## config.mk

```make
export PLATFORM = sky130hd
export DESIGN_NAME = base64_decode_xor_descramble
export DESIGN_NICKNAME = d
export VERILOG_FILES = /design/src/rtl/core/b64dx_pkg.sv /design/src/rtl/core/b64dx_front.sv /design/src/rtl/core/b64dx_queue.sv /design/src/rtl/core/b64dx_back.sv /design/src/rtl/core/base64_decode_xor_descramble.sv
export SDC_FILE = /design/constraint.sdc
export NUM_CORES = 1
export LEC_CHECK = 0
export BUFFER_PORTS_ARGS = -buffer_cell sky130_fd_sc_hd__buf_4
export CORE_UTILIZATION = 46
export CTS_CLUSTER_SIZE = 12
export DETAILED_ROUTE_END_ITERATION = 12
export PLACE_DENSITY = 0.7
export SYNTH_ARGS = -nofsm -noshare
export SYNTH_HDL_FRONTEND = slang
export SYNTH_SLANG_ARGS = --single-unit
```

## constraint.sdc

```tcl
create_clock -name clk_i -period 2.6 [get_ports clk_i]
set_clock_uncertainty 0.1 [all_clocks]
set_input_delay 0.13 -clock clk_i [delete_from_list [all_inputs] [get_ports clk_i]]
set_output_delay 0.13 -clock clk_i [all_outputs]
set_load 0.02 [all_outputs]
```

## src/rtl/core/b64dx_pkg.sv

```systemverilog
// Shared types, constants and the character map for the Base64 descramble block.
package b64dx_pkg;

  // Configuration register indexes
  localparam int unsigned CfgIdxW = 2;
  typedef enum logic [CfgIdxW-1:0] {
    CFG_KEY_ZERO  = 2'd0,
    CFG_KEY_ONE   = 2'd1,
    CFG_KEY_TWO   = 2'd2,
    CFG_DESC_EN   = 2'd3
  } cfg_idx_e;

  // Reset values of the registers
  localparam logic [7:0] KeyZeroRst = 8'd107;
  localparam logic [7:0] KeyOneRst  = 8'd101;
  localparam logic [7:0] KeyTwoRst  = 8'd121;
  localparam logic       DescEnRst  = 1'b1;

  // Special characters and sextet offsets
  localparam logic [7:0] CharPad   = 8'h3D;  // '='
  localparam logic [7:0] CharPlus  = 8'h2B;  // '+'
  localparam logic [7:0] CharSlash = 8'h2F;  // '/'
  localparam logic [7:0] OffUpper  = 8'h41;  // 'A' maps to 0
  localparam logic [7:0] OffLower  = 8'h47;  // 'a' maps to 26
  localparam logic [7:0] AddDigit  = 8'h04;  // '0' maps to 52
  localparam logic [5:0] SextPlus  = 6'd62;
  localparam logic [5:0] SextSlash = 6'd63;

  // Queue depth between front and back
  localparam int unsigned QDepth = 2;
  localparam int unsigned QPtrW  = $clog2(QDepth);
  localparam int unsigned QCntW  = $clog2(QDepth + 1);

  // One classified character as carried through the queue
  typedef struct packed {
    logic [5:0] sextet;   // decoded value, zero when invalid
    logic       is_pad;   // '=' seen
    logic       is_bad;   // not a Base64 character
    logic       last;     // end of message
  } class_t;

  // Queue status towards the front
  typedef struct packed {
    logic full;
    logic empty;
  } q_stat_t;

  // Map one character to its class
  function automatic class_t classify(input logic [7:0] ch, input logic last);
    class_t     c;
    logic [7:0] tmp;
    c      = '0;
    tmp    = '0;
    c.last = last;
    case (ch) inside
      ["A":"Z"]: begin
        tmp = ch - OffUpper;
        c.sextet = tmp[5:0];
      end
      ["a":"z"]: begin
        tmp = ch - OffLower;
        c.sextet = tmp[5:0];
      end
      ["0":"9"]: begin
        tmp = ch + AddDigit;
        c.sextet = tmp[5:0];
      end
      CharPlus:  c.sextet = SextPlus;
      CharSlash: c.sextet = SextSlash;
      CharPad:   c.is_pad = 1'b1;
      default:   c.is_bad = 1'b1;
    endcase
    return c;
  endfunction

endpackage

```

## src/rtl/core/b64dx_front.sv

```systemverilog
// Front end: takes input beats, classifies each character and pushes it to the queue.
module b64dx_front (
  input  logic                  in_valid_i,
  output logic                  in_ready_o,
  input  logic [7:0]            char_code_i,
  input  logic                  end_of_text_i,
  input  b64dx_pkg::q_stat_t    q_stat_i,
  output logic                  push_o,
  output b64dx_pkg::class_t     push_data_o
);

  // Accept whenever the queue has room
  assign in_ready_o  = !q_stat_i.full;
  assign push_o      = in_valid_i && !q_stat_i.full;

  // Character map
  assign push_data_o = b64dx_pkg::classify(char_code_i, end_of_text_i);

endmodule

```

## src/rtl/core/b64dx_queue.sv

```systemverilog
// Short flop queue of classified characters between front and back.
module b64dx_queue (
  input  logic                clk_i,
  input  logic                rst_ni,
  input  logic                push_i,
  input  b64dx_pkg::class_t   push_data_i,
  input  logic                pop_i,
  output b64dx_pkg::class_t   pop_data_o,
  output b64dx_pkg::q_stat_t  stat_o
);

  b64dx_pkg::class_t                   mem_q [b64dx_pkg::QDepth];
  logic [b64dx_pkg::QPtrW-1:0]         wr_ptr_q, wr_ptr_d;
  logic [b64dx_pkg::QPtrW-1:0]         rd_ptr_q, rd_ptr_d;
  logic [b64dx_pkg::QCntW-1:0]         cnt_q, cnt_d;
  logic                                do_push, do_pop;

  assign stat_o.full  = (cnt_q == b64dx_pkg::QCntW'(b64dx_pkg::QDepth));
  assign stat_o.empty = (cnt_q == '0);
  assign do_push      = push_i && !stat_o.full;
  assign do_pop       = pop_i && !stat_o.empty;
  assign pop_data_o   = mem_q[rd_ptr_q];

  // Pointer and count update
  always_comb begin
    wr_ptr_d = wr_ptr_q;
    rd_ptr_d = rd_ptr_q;
    cnt_d    = cnt_q;
    if (do_push) begin
      wr_ptr_d = (wr_ptr_q == b64dx_pkg::QPtrW'(b64dx_pkg::QDepth - 1)) ? '0 : wr_ptr_q + 1'b1;
    end
    if (do_pop) begin
      rd_ptr_d = (rd_ptr_q == b64dx_pkg::QPtrW'(b64dx_pkg::QDepth - 1)) ? '0 : rd_ptr_q + 1'b1;
    end
    if (do_push && !do_pop) begin
      cnt_d = cnt_q + 1'b1;
    end else if (do_pop && !do_push) begin
      cnt_d = cnt_q - 1'b1;
    end
  end

  always_ff @(posedge clk_i or negedge rst_ni) begin
    if (!rst_ni) begin
      wr_ptr_q <= '0;
      rd_ptr_q <= '0;
      cnt_q    <= '0;
    end else begin
      wr_ptr_q <= wr_ptr_d;
      rd_ptr_q <= rd_ptr_d;
      cnt_q    <= cnt_d;
    end
  end

  // Storage, no reset
  always_ff @(posedge clk_i) begin
    if (do_push) begin
      mem_q[wr_ptr_q] <= push_data_i;
    end
  end

endmodule

```

## src/rtl/core/b64dx_back.sv

```systemverilog
// Back end: packs sextets into bytes, applies the key when descrambling is on and holds the output register.
module b64dx_back (
  input  logic                      clk_i,
  input  logic                      rst_ni,
  input  logic                      cfg_we_i,
  input  b64dx_pkg::cfg_idx_e       cfg_index_i,
  input  logic [7:0]                cfg_data_i,
  input  b64dx_pkg::q_stat_t        q_stat_i,
  input  b64dx_pkg::class_t         item_i,
  output logic                      pop_o,
  output logic                      out_valid_o,
  input  logic                      out_ready_i,
  output logic [7:0]                out_byte_o,
  output logic                      bad_char_seen_o
);

  logic [7:0] key0_q, key1_q, key2_q;
  logic       desc_en_q;
  logic [1:0] phase_q, phase_d;
  logic [7:0] carry_q, carry_d;
  logic [1:0] pos_q, pos_d;
  logic       stopped_q, stopped_d;
  logic       bad_q, bad_d;
  logic       ovalid_q, ovalid_d;
  logic [7:0] obyte_q, obyte_d;
  logic       obad_q, obad_d;
  logic       emit;
  logic [7:0] raw;
  logic [7:0] key;
  logic [7:0] ext;

  // Pop whenever the output slot is free or being freed
  assign pop_o = !q_stat_i.empty && (!ovalid_q || out_ready_i);

  // Configuration registers
  always_ff @(posedge clk_i or negedge rst_ni) begin
    if (!rst_ni) begin
      key0_q    <= b64dx_pkg::KeyZeroRst;
      key1_q    <= b64dx_pkg::KeyOneRst;
      key2_q    <= b64dx_pkg::KeyTwoRst;
      desc_en_q <= b64dx_pkg::DescEnRst;
    end else if (cfg_we_i) begin
      case (cfg_index_i)
        b64dx_pkg::CFG_KEY_ZERO: key0_q    <= cfg_data_i;
        b64dx_pkg::CFG_KEY_ONE:  key1_q    <= cfg_data_i;
        b64dx_pkg::CFG_KEY_TWO:  key2_q    <= cfg_data_i;
        b64dx_pkg::CFG_DESC_EN:  desc_en_q <= cfg_data_i[0];
        default: ;
      endcase
    end
  end

  // Key select by byte position
  always_comb begin
    case (pos_q)
      2'd0:    key = key0_q;
      2'd1:    key = key1_q;
      default: key = key2_q;
    endcase
  end

  // Packing step
  always_comb begin
    phase_d   = phase_q;
    carry_d   = carry_q;
    pos_d     = pos_q;
    stopped_d = stopped_q;
    bad_d     = bad_q;
    emit      = 1'b0;
    raw       = carry_q;
    ext       = {2'b00, item_i.sextet};
    if (pop_o && !stopped_q) begin
      if (item_i.is_pad) begin
        emit      = !item_i.last && (pos_q == 2'd2);
        stopped_d = 1'b1;
      end else begin
        bad_d   = bad_q | item_i.is_bad;
        phase_d = phase_q + 1'b1;
        case (phase_q)
          2'd0: begin
            carry_d = {item_i.sextet, 2'b00};
          end
          2'd1: begin
            emit    = 1'b1;
            raw     = carry_q | (ext >> 4);
            carry_d = {item_i.sextet[3:0], 4'b0000};
          end
          2'd2: begin
            emit    = 1'b1;
            raw     = carry_q | (ext >> 2);
            carry_d = {item_i.sextet[1:0], 6'b000000};
          end
          default: begin
            emit    = 1'b1;
            raw     = carry_q | ext;
          end
        endcase
      end
    end
    if (emit) begin
      pos_d = (pos_q == 2'd2) ? 2'd0 : pos_q + 1'b1;
    end
    // End of message clears everything but the registers
    if (pop_o && item_i.last) begin
      phase_d   = '0;
      carry_d   = '0;
      pos_d     = '0;
      stopped_d = 1'b0;
      bad_d     = 1'b0;
    end
  end

  // Output register
  always_comb begin
    ovalid_d = ovalid_q && !out_ready_i;
    obyte_d  = obyte_q;
    obad_d   = obad_q;
    if (emit) begin
      ovalid_d = 1'b1;
      obyte_d  = desc_en_q ? (raw ^ key) : raw;
      obad_d   = bad_q | (item_i.is_bad && !item_i.is_pad);
    end
  end

  always_ff @(posedge clk_i or negedge rst_ni) begin
    if (!rst_ni) begin
      phase_q   <= '0;
      carry_q   <= '0;
      pos_q     <= '0;
      stopped_q <= 1'b0;
      bad_q     <= 1'b0;
      ovalid_q  <= 1'b0;
    end else begin
      phase_q   <= phase_d;
      carry_q   <= carry_d;
      pos_q     <= pos_d;
      stopped_q <= stopped_d;
      bad_q     <= bad_d;
      ovalid_q  <= ovalid_d;
    end
  end

  always_ff @(posedge clk_i) begin
    obyte_q <= obyte_d;
    obad_q  <= obad_d;
  end

  assign out_valid_o     = ovalid_q;
  assign out_byte_o      = obyte_q;
  assign bad_char_seen_o = obad_q;

`ifndef SYNTHESIS
  // Byte position only counts 0 to 2
  a_pos_range: assert property (@(posedge clk_i) disable iff (!rst_ni)
    pos_q != 2'd3)
    else $error("byte position out of range");

  // A last character leaves the message state clear
  a_last_clears: assert property (@(posedge clk_i) disable iff (!rst_ni)
    (pop_o && item_i.last) |=> (phase_q == 2'd0 && pos_q == 2'd0 && !stopped_q && !bad_q))
    else $error("message state not cleared after last character");

  // A new output beat only appears after a pop
  a_out_from_pop: assert property (@(posedge clk_i) disable iff (!rst_ni)
    $rose(ovalid_q) |-> $past(pop_o))
    else $error("output beat without a popped character");

  // Nothing is emitted once padding has stopped the message
  a_stopped_quiet: assert property (@(posedge clk_i) disable iff (!rst_ni)
    stopped_q |-> !emit)
    else $error("byte emitted after padding");
`endif

endmodule

```

## src/rtl/core/base64_decode_xor_descramble.sv

```systemverilog
// Top level of the Base64 decoder with three-byte XOR descrambler.
//
// Input channel: one Base64 character per beat (char_code_i) with end_of_text_i
// marking the last character of a message; valid/ready handshake.
// Output channel: zero or one decoded byte per character (out_byte_o) with
// bad_char_seen_o set once an invalid character has appeared in the message.
// Configuration: cfg_we_i writes cfg_data_i to the register at cfg_index_i
// (0..2 key bytes, 3 descramble enable); write only while the block is idle.
// An accepted character is stored in the queue; its byte, if any, is held in
// the output register. Throughput: one character per cycle while the receiver
// keeps up, limited by the single packing step in the back end, which takes one
// queue entry per cycle unless the output register is held. A two-entry queue
// parts the classifier from the packer; when the receiver stalls the output
// register holds, the queue fills and in_ready_o drops after at most two more
// characters. Reset clears the message state, empties the queue and the output
// register, and loads the default key 107/101/121 with descrambling on.
module base64_decode_xor_descramble (
  input  logic       clk_i,
  input  logic       rst_ni,
  input  logic       cfg_we_i,
  input  logic [1:0] cfg_index_i,
  input  logic [7:0] cfg_data_i,
  input  logic       in_valid_i,
  output logic       in_ready_o,
  input  logic [7:0] char_code_i,
  input  logic       end_of_text_i,
  output logic       out_valid_o,
  input  logic       out_ready_i,
  output logic [7:0] out_byte_o,
  output logic       bad_char_seen_o
);

  b64dx_pkg::q_stat_t q_stat;
  b64dx_pkg::class_t  push_data;
  b64dx_pkg::class_t  pop_data;
  logic               push;
  logic               pop;

  b64dx_front u_front (
    .in_valid_i    (in_valid_i),
    .in_ready_o    (in_ready_o),
    .char_code_i   (char_code_i),
    .end_of_text_i (end_of_text_i),
    .q_stat_i      (q_stat),
    .push_o        (push),
    .push_data_o   (push_data)
  );

  b64dx_queue u_queue (
    .clk_i       (clk_i),
    .rst_ni      (rst_ni),
    .push_i      (push),
    .push_data_i (push_data),
    .pop_i       (pop),
    .pop_data_o  (pop_data),
    .stat_o      (q_stat)
  );

  b64dx_back u_back (
    .clk_i           (clk_i),
    .rst_ni          (rst_ni),
    .cfg_we_i        (cfg_we_i),
    .cfg_index_i     (b64dx_pkg::cfg_idx_e'(cfg_index_i)),
    .cfg_data_i      (cfg_data_i),
    .q_stat_i        (q_stat),
    .item_i          (pop_data),
    .pop_o           (pop),
    .out_valid_o     (out_valid_o),
    .out_ready_i     (out_ready_i),
    .out_byte_o      (out_byte_o),
    .bad_char_seen_o (bad_char_seen_o)
  );

endmodule

```

# Yosys cells after proc, flatten, opt, wreduce, memory -nomap -nowiden
# Memory sizes are Yosys's and may differ from the RTL's.
# Cells that the tools add are included.
# totals
mem_bits_rw,18
memories,1
output_inout_bits,11
ff_bits,53
elab_cells,137
inputBits,24
# classes
bitwise_logic,6
reduce_logical,40
add_sub_neg,9
n_lt_le_gt_ge,6
eq_ne,12
mux,48
# memory_table
memory,words,word_bits,read_ports,rd_ports_with_merged_regs,write_ports,line,text
u_queue.mem_q,2,9,1,0,1,b64dx_queue.sv:12,b64dx_pkg::class_t mem_q [b64dx_pkg::QDepth];
# ops
operator,count
8-bit two-way mux,6
8-bit case mux with 3 select lines,2
6-bit two-way mux,5
1-bit two-way mux,26
8-bit by 6-bit equality test with 1-bit output (second input constant),3
8-bit by 7-bit greater-or-equal comparator with 1-bit output (second input constant),2
8-bit by 7-bit less-or-equal comparator with 1-bit output (second input constant),2
2-bit two-way mux,8
8-bit case mux with 2 select lines,1
1-bit logical AND,14
2-bit AND reduction,6
2-bit equality test (second input constant),5
1-bit logical NOT,9
8-bit by 6-bit greater-or-equal comparator with 1-bit output (second input constant),1
8-bit by 6-bit less-or-equal comparator with 1-bit output (second input constant),1
2-bit logical NOT,4
8-bit by 2-bit bitwise OR with 8-bit output,1
8-bit by 4-bit bitwise OR with 8-bit output,1
8-bit by 6-bit bitwise OR with 8-bit output,1
2-bit nonzero test,4
8-bit bitwise XOR,1
2-bit by 1-bit adder with 2-bit output (second input constant),3
6-bit by 3-bit adder with 6-bit output (second input constant),1
2-bit by 1-bit equality test with 1-bit output (second input constant),3
9 further kinds,11

# Logic depth before layout (Yosys ltp)
# Gate-level depths: netlist (run 1).
# depth
ltp_word,8
mapped_depth,7
ltp_nobuf,7

# Cells and area by module
# Synthesis (run 1) repeated with hierarchy kept, for this count alone.
# unflattened
cells_unflattened,341
area_unflattened_um2,3851.2
# modules_own_cells
mod,cells_per_inst,area_each_um2,instances,seq_area_each_um2
b64dx_back,216,2444.8,1,1239.9
b64dx_queue,47,845.8,1,640.6
b64dx_front,78,560.5,1,0.0

# Least setup slack after synthesis (run 1)
# No wires, ideal clock.
# synth_path
path_type,register to register
startpoint,reg u_queue.rd_ptr_q
endpoint,reg u_back.pos_q[0]
setup_ns,0.077
t_required_ns,2.423
t_arrival_ns,1.879
path_slack_ns,0.544
stages_incl_launch_ff,7
path_buffers,2
period_less_slack_ns,2.056
path_cell_list,dfrtp_1 buf_6 mux2_4 or4_1 buf_2 or4_1 a21oi_1
# synth_between
elab_chain_len,6
elab_cells_between_ends,8
classes_between,mux: 3; reduce/logical: 4; memory: 1
# synth_rtl
element,line,text
"start, declared",b64dx_queue.sv:14,"logic [b64dx_pkg::QPtrW-1:0] rd_ptr_q, rd_ptr_d;"
"start signal, assigned",b64dx_queue.sv:49,rd_ptr_q <= rd_ptr_d;
memory read 2 x 9 bit *,-,
1-bit logical NOT,b64dx_back.sv:74,emit = !item_i.last && (pos_q == 2'd2);
1-bit logical AND,b64dx_back.sv:74,
1-bit two-way mux,b64dx_back.sv:73,if (item_i.is_pad) begin
1-bit two-way mux,b64dx_back.sv:72,if (pop_o && !stopped_q) begin
2-bit nonzero test (no source line),-,
"end signal, assigned",b64dx_back.sv:136,pos_q <= pos_d;
"end, declared",b64dx_back.sv:21,"logic [1:0] pos_q, pos_d;"
# Mark *: on every way between the ends. The rest lies on a longest branch, timed or not.
# A chain may end at the register's enable or synchronous reset.

# Worst setup path in the final report (run 1)
# layout_path
startpoint,reg u_back.phase_q[0]
endpoint,reg u_back.carry_q[4]
# layout_between
elab_chain_len,5
elab_cells_between_ends,9
classes_between,eq/ne: 2; mux: 4; reduce/logical: 3
# layout_rtl
element,line,text
"start, declared",b64dx_back.sv:19,"logic [1:0] phase_q, phase_d;"
"start signal, assigned",b64dx_back.sv:134,phase_q <= phase_d;
2-bit equality test (tied with other cells),b64dx_back.sv:79,case (phase_q)
8-bit case mux with 3 select lines,b64dx_back.sv:79,
8-bit two-way mux,b64dx_back.sv:73,
8-bit two-way mux,b64dx_back.sv:72,
8-bit two-way mux,b64dx_back.sv:104,if (pop_o && item_i.last) begin
"end signal, assigned",b64dx_back.sv:135,carry_q <= carry_d;
"end, declared",b64dx_back.sv:20,"logic [7:0] carry_q, carry_d;"
# Parallel ways exist; a longest one is shown, timed or not. The select of a mux whose other input is x is not followed.

==> results.cfg, run 1 <==
[cells_and_area]
nNetsFinal = 410
final_cells = 478
drive_gt1_frac = 0.277
multi_input_area_mm2 = 0.00167
nFillCells = 685
diodes = 0
area_delta_synth_final_pct = 17.5
seq_area_mm2 = 0.00188

[sta]
post-route-min-period_ns = 2.12
rsz0062_at_grt = false
final_hold_viol_count = 0
fin_crit_sh = 0.817
tightest_slew_ns = 0.763
slew_headroom = 0.488
fin_setup_tns_ns = 0
fmax_ghz = 0.471
finalSetupViolations = 0
holdWs_ns = 0.0702
timing.final.max_slew_violations = 0

[logic_synthesis]
synth-seq-cells = 69
avgSynthCellArea_um2 = 11.4
synthCells = 324
synth_area_mm2 = 0.00370
synth.distinct_cells = 53
synth_area_leader_cell = edfxtp_1
async_flop_share = 0.609
syn_nets = 363
synth_edf_count = 27
netlist_top_cells_area = edfxtp_1 (22%), dfrtp_1 (18%), dfstp_2 (11%), mux2_2 (9.1%), ha_1 (5.1%)
ys.flop_type = edfxtp_1
synth_top_area_frac = 0.219
ys_seq_area_frac = 0.509
synth-warning-count = 0

[critical_path]
arrival_ns = 2.25
crit_type = reg -> reg
rr_endpoint = u_back.carry_q[4]$_DFFE_PN0P_
reg2reg_slack_ns = 0.48
path_cells = inv_1 > ha_1 > o31ai_2 > mux2i_1 > nor2_1
startpoint_type = flop
reg2reg_depth = 5
critPathCaptureType = flop
critical_path.max_stage_delay_ns = 0.72
path_buf_inv = 1
critical_path_required_ns = 2.73
cp_top_family = compound AO/OA/AOI/OAI gates
rr_startpoint = u_back.phase_q[0]$_DFFE_PN0P_
crit_fanout = 9
cpMaxStageDelayCell = o31ai_2

[worst_hold_path]
whs_path_depth = 3
hold_end = u_back.desc_en_q$_DFFE_PN1P_
hold_start = cfg_index_i[1]
hold_class = in -> reg

[clocking]
numCtsBuffers = 9
tritoncts = yes
cts-root-buf = clkbuf_8
h-tree-depth = 3
clock_latency_ns = 0.34
cts_sinks = 69
clkTransAtPathRegs_ns = 0.07
cts_resized = 0
ctsLongestPathBuffers = 2

[global_routing]
overflow = 0
grt_first_pass_wirelength_mm = 11.8
grt_usage = 0.182
grt_antenna_before_repair = 0
grt_pass1_vias = 2479
grt_max_degree = 43

[detailed_routing]
post_drt_wl_per_cell_um = 15.1
route.detailed.drc = 0
drt_iter0_drc = 115
avgViaCountPerCell = 5.34
detail_route.first_pass.iterations = 4
vias = 2552
drt.antenna.violating_nets = 0
wl_mm = 7.21

[place]
placed_cells = 451
port-buffer-count = 34
place_congestion = 0.905
hpwl_mm = 5.10

[power_and_ir_drop]
power_leakage_nw = 1.77
p_per_area_mw_per_mm2 = 955
power_mw = 4.15
max-vdd-ir-drop_v = 0.000525

[die]
num_rows = 32
die_x_um = 91.7
coreArea_mm2 = 0.00777
initial_core_util = 0.476
die-area_mm2 = 0.00840
die_height_um = 91.7
io_pins = 35

[job]
drv_cap = 0

[outcome]
status = finished, final reports clean
through the flow:
step                instance area [um2]  worst slack [ns]   util
finish                             4340             0.477  0.559
global route                       4340             0.350  0.559
CTS                                4340             0.481  0.559
detailed placement                 4020             0.482  0.517
global placement                   4020             0.542  0.517
floorplan                          3700             0.544      -
area by class of cell:
cell class              count  share of cell area
flip-flops and latches     69               0.433
multi-input cells         228               0.385
repair buffers             49              0.0910
clock buffers              11              0.0326
well taps                 102              0.0294
clock inverters             5              0.0170
inverters                  14              0.0121
worst register-to-register path, cell delays in order (launching register included):
cell and delay (ns):
dfrtp_1 0.41, inv_1 0.11, ha_1 0.32, o31ai_2 0.72
mux2i_1 0.29, nor2_1 0.06
placed cells by master, fill, tap and decap left out, drive strengths merged, types with 3 or more instances in the layout:
cell type,instances
buf,38
nand2,35
mux2,31
edfxtp,27
dfrtp,27
nor2,22
a21oi,19
o21ai,17
mux2i,16
ha,15
dfstp,15
inv,14
dlygate4sd3,11
clkbuf,11
xnor2,9
o22ai,8
xor2,8
and2,4
nor2b,3
nand2b,3
a32oi,3
nor4,3
clkinv,3
state kept, by name (all words and copies together), names as in the netlist, 2 cells and up:
| name | count |
|---|---|
| u_back.pos_q | 2 |
| u_queue.mem_q | 18 |
| u_back.out_byte_o | 8 |
| u_queue.cnt_q | 2 |
| u_back.key1_q | 8 |
| u_back.carry_q | 6 |
| u_back.key2_q | 8 |
| u_back.key0_q | 8 |
| u_back.phase_q | 2 |
logic make-up after synthesis:
| kind of cell | share of synthesized area |
|---|---|
| AND/OR/NAND/NOR | 0.114 |
| flip-flops | 0.509 |
| AO/OA/AOI/OAI | 0.109 |
| multiplexers | 0.139 |
| buffers and inverters | 0.0393 |
| XOR/XNOR | 0.0403 |
| adder cells (fa/ha/maj) | 0.0508 |
report_power, final:
group / total, mW / switching, mW / internal, mW
Combinational: 1.52 / 0.852 / 0.672
Sequential: 1.68 / 0.186 / 1.50
Clock: 0.939 / 0.379 / 0.560
Total: 4.15 / 1.42 / 2.73
synth_stat cells (all sizes together) (2+ instances only):
library cell	instances
nand2	35
mux2	31
dfrtp	27
edfxtp	27
nor2	22
a21oi	19
o21ai	17
mux2i	16
dfstp	15
ha	15
inv	14
xnor2	9
clkbuf	8
o22ai	8
xor2	8
buf	5
and2	4
a32oi	3
nand2b	3
nor2b	3
nor4	3
a211oi	2
a221oi	2
a22oi	2
nand3	2
nand3b	2
nor3	2
o31ai	2
or3	2
or4	2
how the worst max path moves through the flow:
stage	startpoint	to	cells past startpoint
floorplan	u_queue.rd_ptr_q$_DFFE_PN0P_	u_back.pos_q[0]$_DFFE_PN0P_	6
CTS	u_queue.rd_ptr_q$_DFFE_PN0P_	u_back.out_byte_o[0]$_DFFE_PP_	4
global placement	char_code_i[2]	u_queue.mem_q[0][5]$_DFFE_PP_	8
detailed placement	char_code_i[2]	u_queue.mem_q[0][5]$_DFFE_PP_	8
finish	u_back.phase_q[0]$_DFFE_PN0P_	u_back.carry_q[4]$_DFFE_PN0P_	5
global route	u_queue.rd_ptr_q$_DFFE_PN0P_	u_back.out_byte_o[0]$_DFFE_PP_	4
repair_timing:
| action | 4_1_cts | 5_1_grt |
|---|---|---|
| setup buffers | 0 | 0 |
| endpoints found under the hold margin | 55 | 0 |
| hold buffers | 11 | 0 |
layer usage:
layer / up-vias / track usage / routed length (um)
li1: 1253 / - / -
met3: 8 / 0.0506 / 318
met1: 1231 / 0.246 / 3410
met5: - / 0 / 0
met2: 60 / 0.283 / 3380
met4: 0 / 0.0648 / 99
Power figures use the tool's default switching activity.
==> run 2, diff against run 1 <==
==> constraint.sdc (replaced) <==
create_clock -name clk_i -period 2.02 [get_ports clk_i]
set_clock_uncertainty 0.1 [all_clocks]
set_input_delay 0.101 -clock clk_i [delete_from_list [all_inputs] [get_ports clk_i]]
set_output_delay 0.101 -clock clk_i [all_outputs]
set_load 0.02 [all_outputs]
==> run 2 against run 1 <==
Total power grew 32%; design area is 3.6% higher; hold slack got worse by 0.036 ns; flip-flop and latch count is the same; critical path depth rose by 1; register-to-register slack worse by 0.39 ns; clock power rose by 12%; sequential share of layout area down 1.5 points; combinational power grew 52%; utilization increased by 2.0 points; worst setup slack got worse by 0.39 ns; die area did not move; critical path type unchanged.
==> results.cfg, run 2 (synthesized netlist as in run 1, its figures left out) <==
[clocking]
cts_sinks = 69
h-tree-depth = 3
tritoncts = yes
clkTransAtPathRegs_ns = 0.07
cts-root-buf = clkbuf_8
numCtsBuffers = 9
ctsLongestPathBuffers = 2
clock_latency_ns = 0.34

[global_routing]
top_usage_layer = met2
grt_max_degree = 43
use_met1 = 0.249
grt_antenna_before_repair = 0
met2_usage = 0.270
grt_pass1_vias = 2517
met3_usage = 0.0481
overflow = 0
grt_usage = 0.181
grt_first_pass_wirelength_mm = 11.8

[critical_path]
arrival_ns = 1.92
cp_top_family = compound AO/OA/AOI/OAI gates
critical_path.max_stage_delay_ns = 0.41
reg2reg_depth = 6
cpMaxStageDelayCell = dfrtp_1
path_cells = buf_4 > buf_4 > mux2_4 > a221oi_2 > a211oi_1 > xnor2_1
startpoint_type = flop
worst_path_most_repeated_cell = buf_4
critPathCaptureType = flop
reg2reg_slack_ns = 0.09
rr_endpoint = u_back.out_byte_o[1]$_DFFE_PP_
rr_startpoint = u_queue.rd_ptr_q$_DFFE_PN0P_
critical_path_required_ns = 2.01
crit_fanout = 6
path_buf_inv = 2
crit_type = reg -> reg

[cells_and_area]
seq_area_mm2 = 0.00188
layout_commonest_cell = buf_4
fin_area_mm2 = 0.00450
diodes = 0
utilization = 0.579
largest_register_ffs = 18
final_cells = 495
layout_common_cells = buf_4 (54), nand2_1 (35), mux2_2 (29)
nFillCells = 656
regMostFlops = u_queue.mem_q
nNetsFinal = 427
drive_gt1_frac = 0.333
area_delta_synth_final_pct = 21.7
multi_input_area_mm2 = 0.00173

[sta]
fmax_ghz = 0.517
final_hold_viol_count = 0
holdWs_ns = 0.0338
fin_setup_tns_ns = 0
slew_headroom = 0.644
tightest_slew_ns = 0.534
setup_ws_ns = 0.0873
finalSetupViolations = 0
timing.final.max_slew_violations = 0
post-route-min-period_ns = 1.93
fin_crit_sh = 0.957

[die]
initial_core_util = 0.476
num_rows = 32
io_pins = 35
die_height_um = 91.7
coreArea_mm2 = 0.00777
die_x_um = 91.7
die-area_mm2 = 0.00840

[power_and_ir_drop]
p_per_area_mw_per_mm2 = 1220
seqPwrFrac = 0.388
p_comb_frac = 0.420
max-vdd-ir-drop_v = 0.000828
clockPowerShare = 0.191
power.switching_mw = 1.95
power_leakage_nw = 1.85
p_sw_frac = 0.355
power.internal_mw = 3.54
power_mw = 5.49

[worst_hold_path]
hold_end = u_back.desc_en_q$_DFFE_PN1P_
whs_path_depth = 3
hold_start = cfg_index_i[1]
hold_class = in -> reg

[place]
port-buffer-count = 34
hpwl_mm = 5.01
place_congestion = 0.885
dpl_worst_slack_ns = -0.0328
dpl_cell_area_mm2 = 0.00411
placed_cells = 463

[detailed_routing]
detail_route.first_pass.iterations = 4
drt_iter0_drc = 103
vias = 2641
avgViaCountPerCell = 5.34
drt.antenna.violating_nets = 0
post_drt_wl_per_cell_um = 14.2
route.detailed.drc = 0
wl_mm = 7.03

[outcome]
status = finished, final reports clean

[job]
drv_cap = 0
[run 2: cell count changes in the layout (fill, tap and decap cells not counted), moves of 2 or more]
cell,previous run,this run
a221oi_1,2,0
clkinv_4,0,2
a221oi_2,0,2
bufinv_16,2,0
buf_4,38,54
a21oi_1,19,17
a21oi_2,0,2
[run 2: repair_timing]
action	in CTS	in global routing
gates resized for setup	3	10
hold buffers	11	0
pin swaps	1	2
setup endpoints to repair	15	12
endpoints found under the hold margin	70	0
setup buffers	4	1
[run 2: how the worst max path moves through the flow]
stage	from	end	slack, ns	cells after the start
finish	u_queue.rd_ptr_q$_DFFE_PN0P_	u_back.out_byte_o[1]$_DFFE_PP_	0.09	6
global route	u_back.phase_q[1]$_DFFE_PN0P_	u_back.out_byte_o[5]$_DFFE_PP_	-0.01	6
CTS	u_queue.rd_ptr_q$_DFFE_PN0P_	u_back.out_byte_o[4]$_DFFE_PP_	0.00002	7
detailed placement	u_queue.rd_ptr_q$_DFFE_PN0P_	u_back.out_byte_o[0]$_DFFE_PP_	-0.03	4
global placement	u_queue.rd_ptr_q$_DFFE_PN0P_	u_back.out_byte_o[0]$_DFFE_PP_	0.01	4
floorplan	u_queue.rd_ptr_q$_DFFE_PN0P_	u_back.pos_q[0]$_DFFE_PN0P_	-0.04	6
[run 2: layout make-up]
| type | count | area share |
|---|---|---|
| flip-flops and latches | 69 | 0.418 |
| inverters | 14 | 0.0117 |
| clock inverters | 5 | 0.00751 |
| multi-input cells | 228 | 0.384 |
| well taps | 102 | 0.0284 |
| clock buffers | 11 | 0.0339 |
| repair buffers | 66 | 0.117 |
[run 2: power groups by stage]
stage / registers (mW) / logic (mW) / clock network [mW]
3_3_place_gp: 2.14 / 2.07 / 0
5_1_grt: 2.18 / 2.55 / 1.14
3_5_place_dp: 2.15 / 2.09 / 0
2_1_floorplan: 2.15 / 1.51 / 0
4_1_cts: 2.13 / 2.22 / 1.07
6_report: 2.13 / 2.31 / 1.05
[run 2: per-layer routing]
metal,share of wire,up-vias
met5,0,-
met1,0.49,1275
met3,0.034,13
met4,0.019,0
li1,-,1294
met2,0.46,59
[run 2: worst min-delay path, cell delays in order]
cell	delay (ns)
buf_4	0.12
nand3_1	0.07
mux2_2	0.15
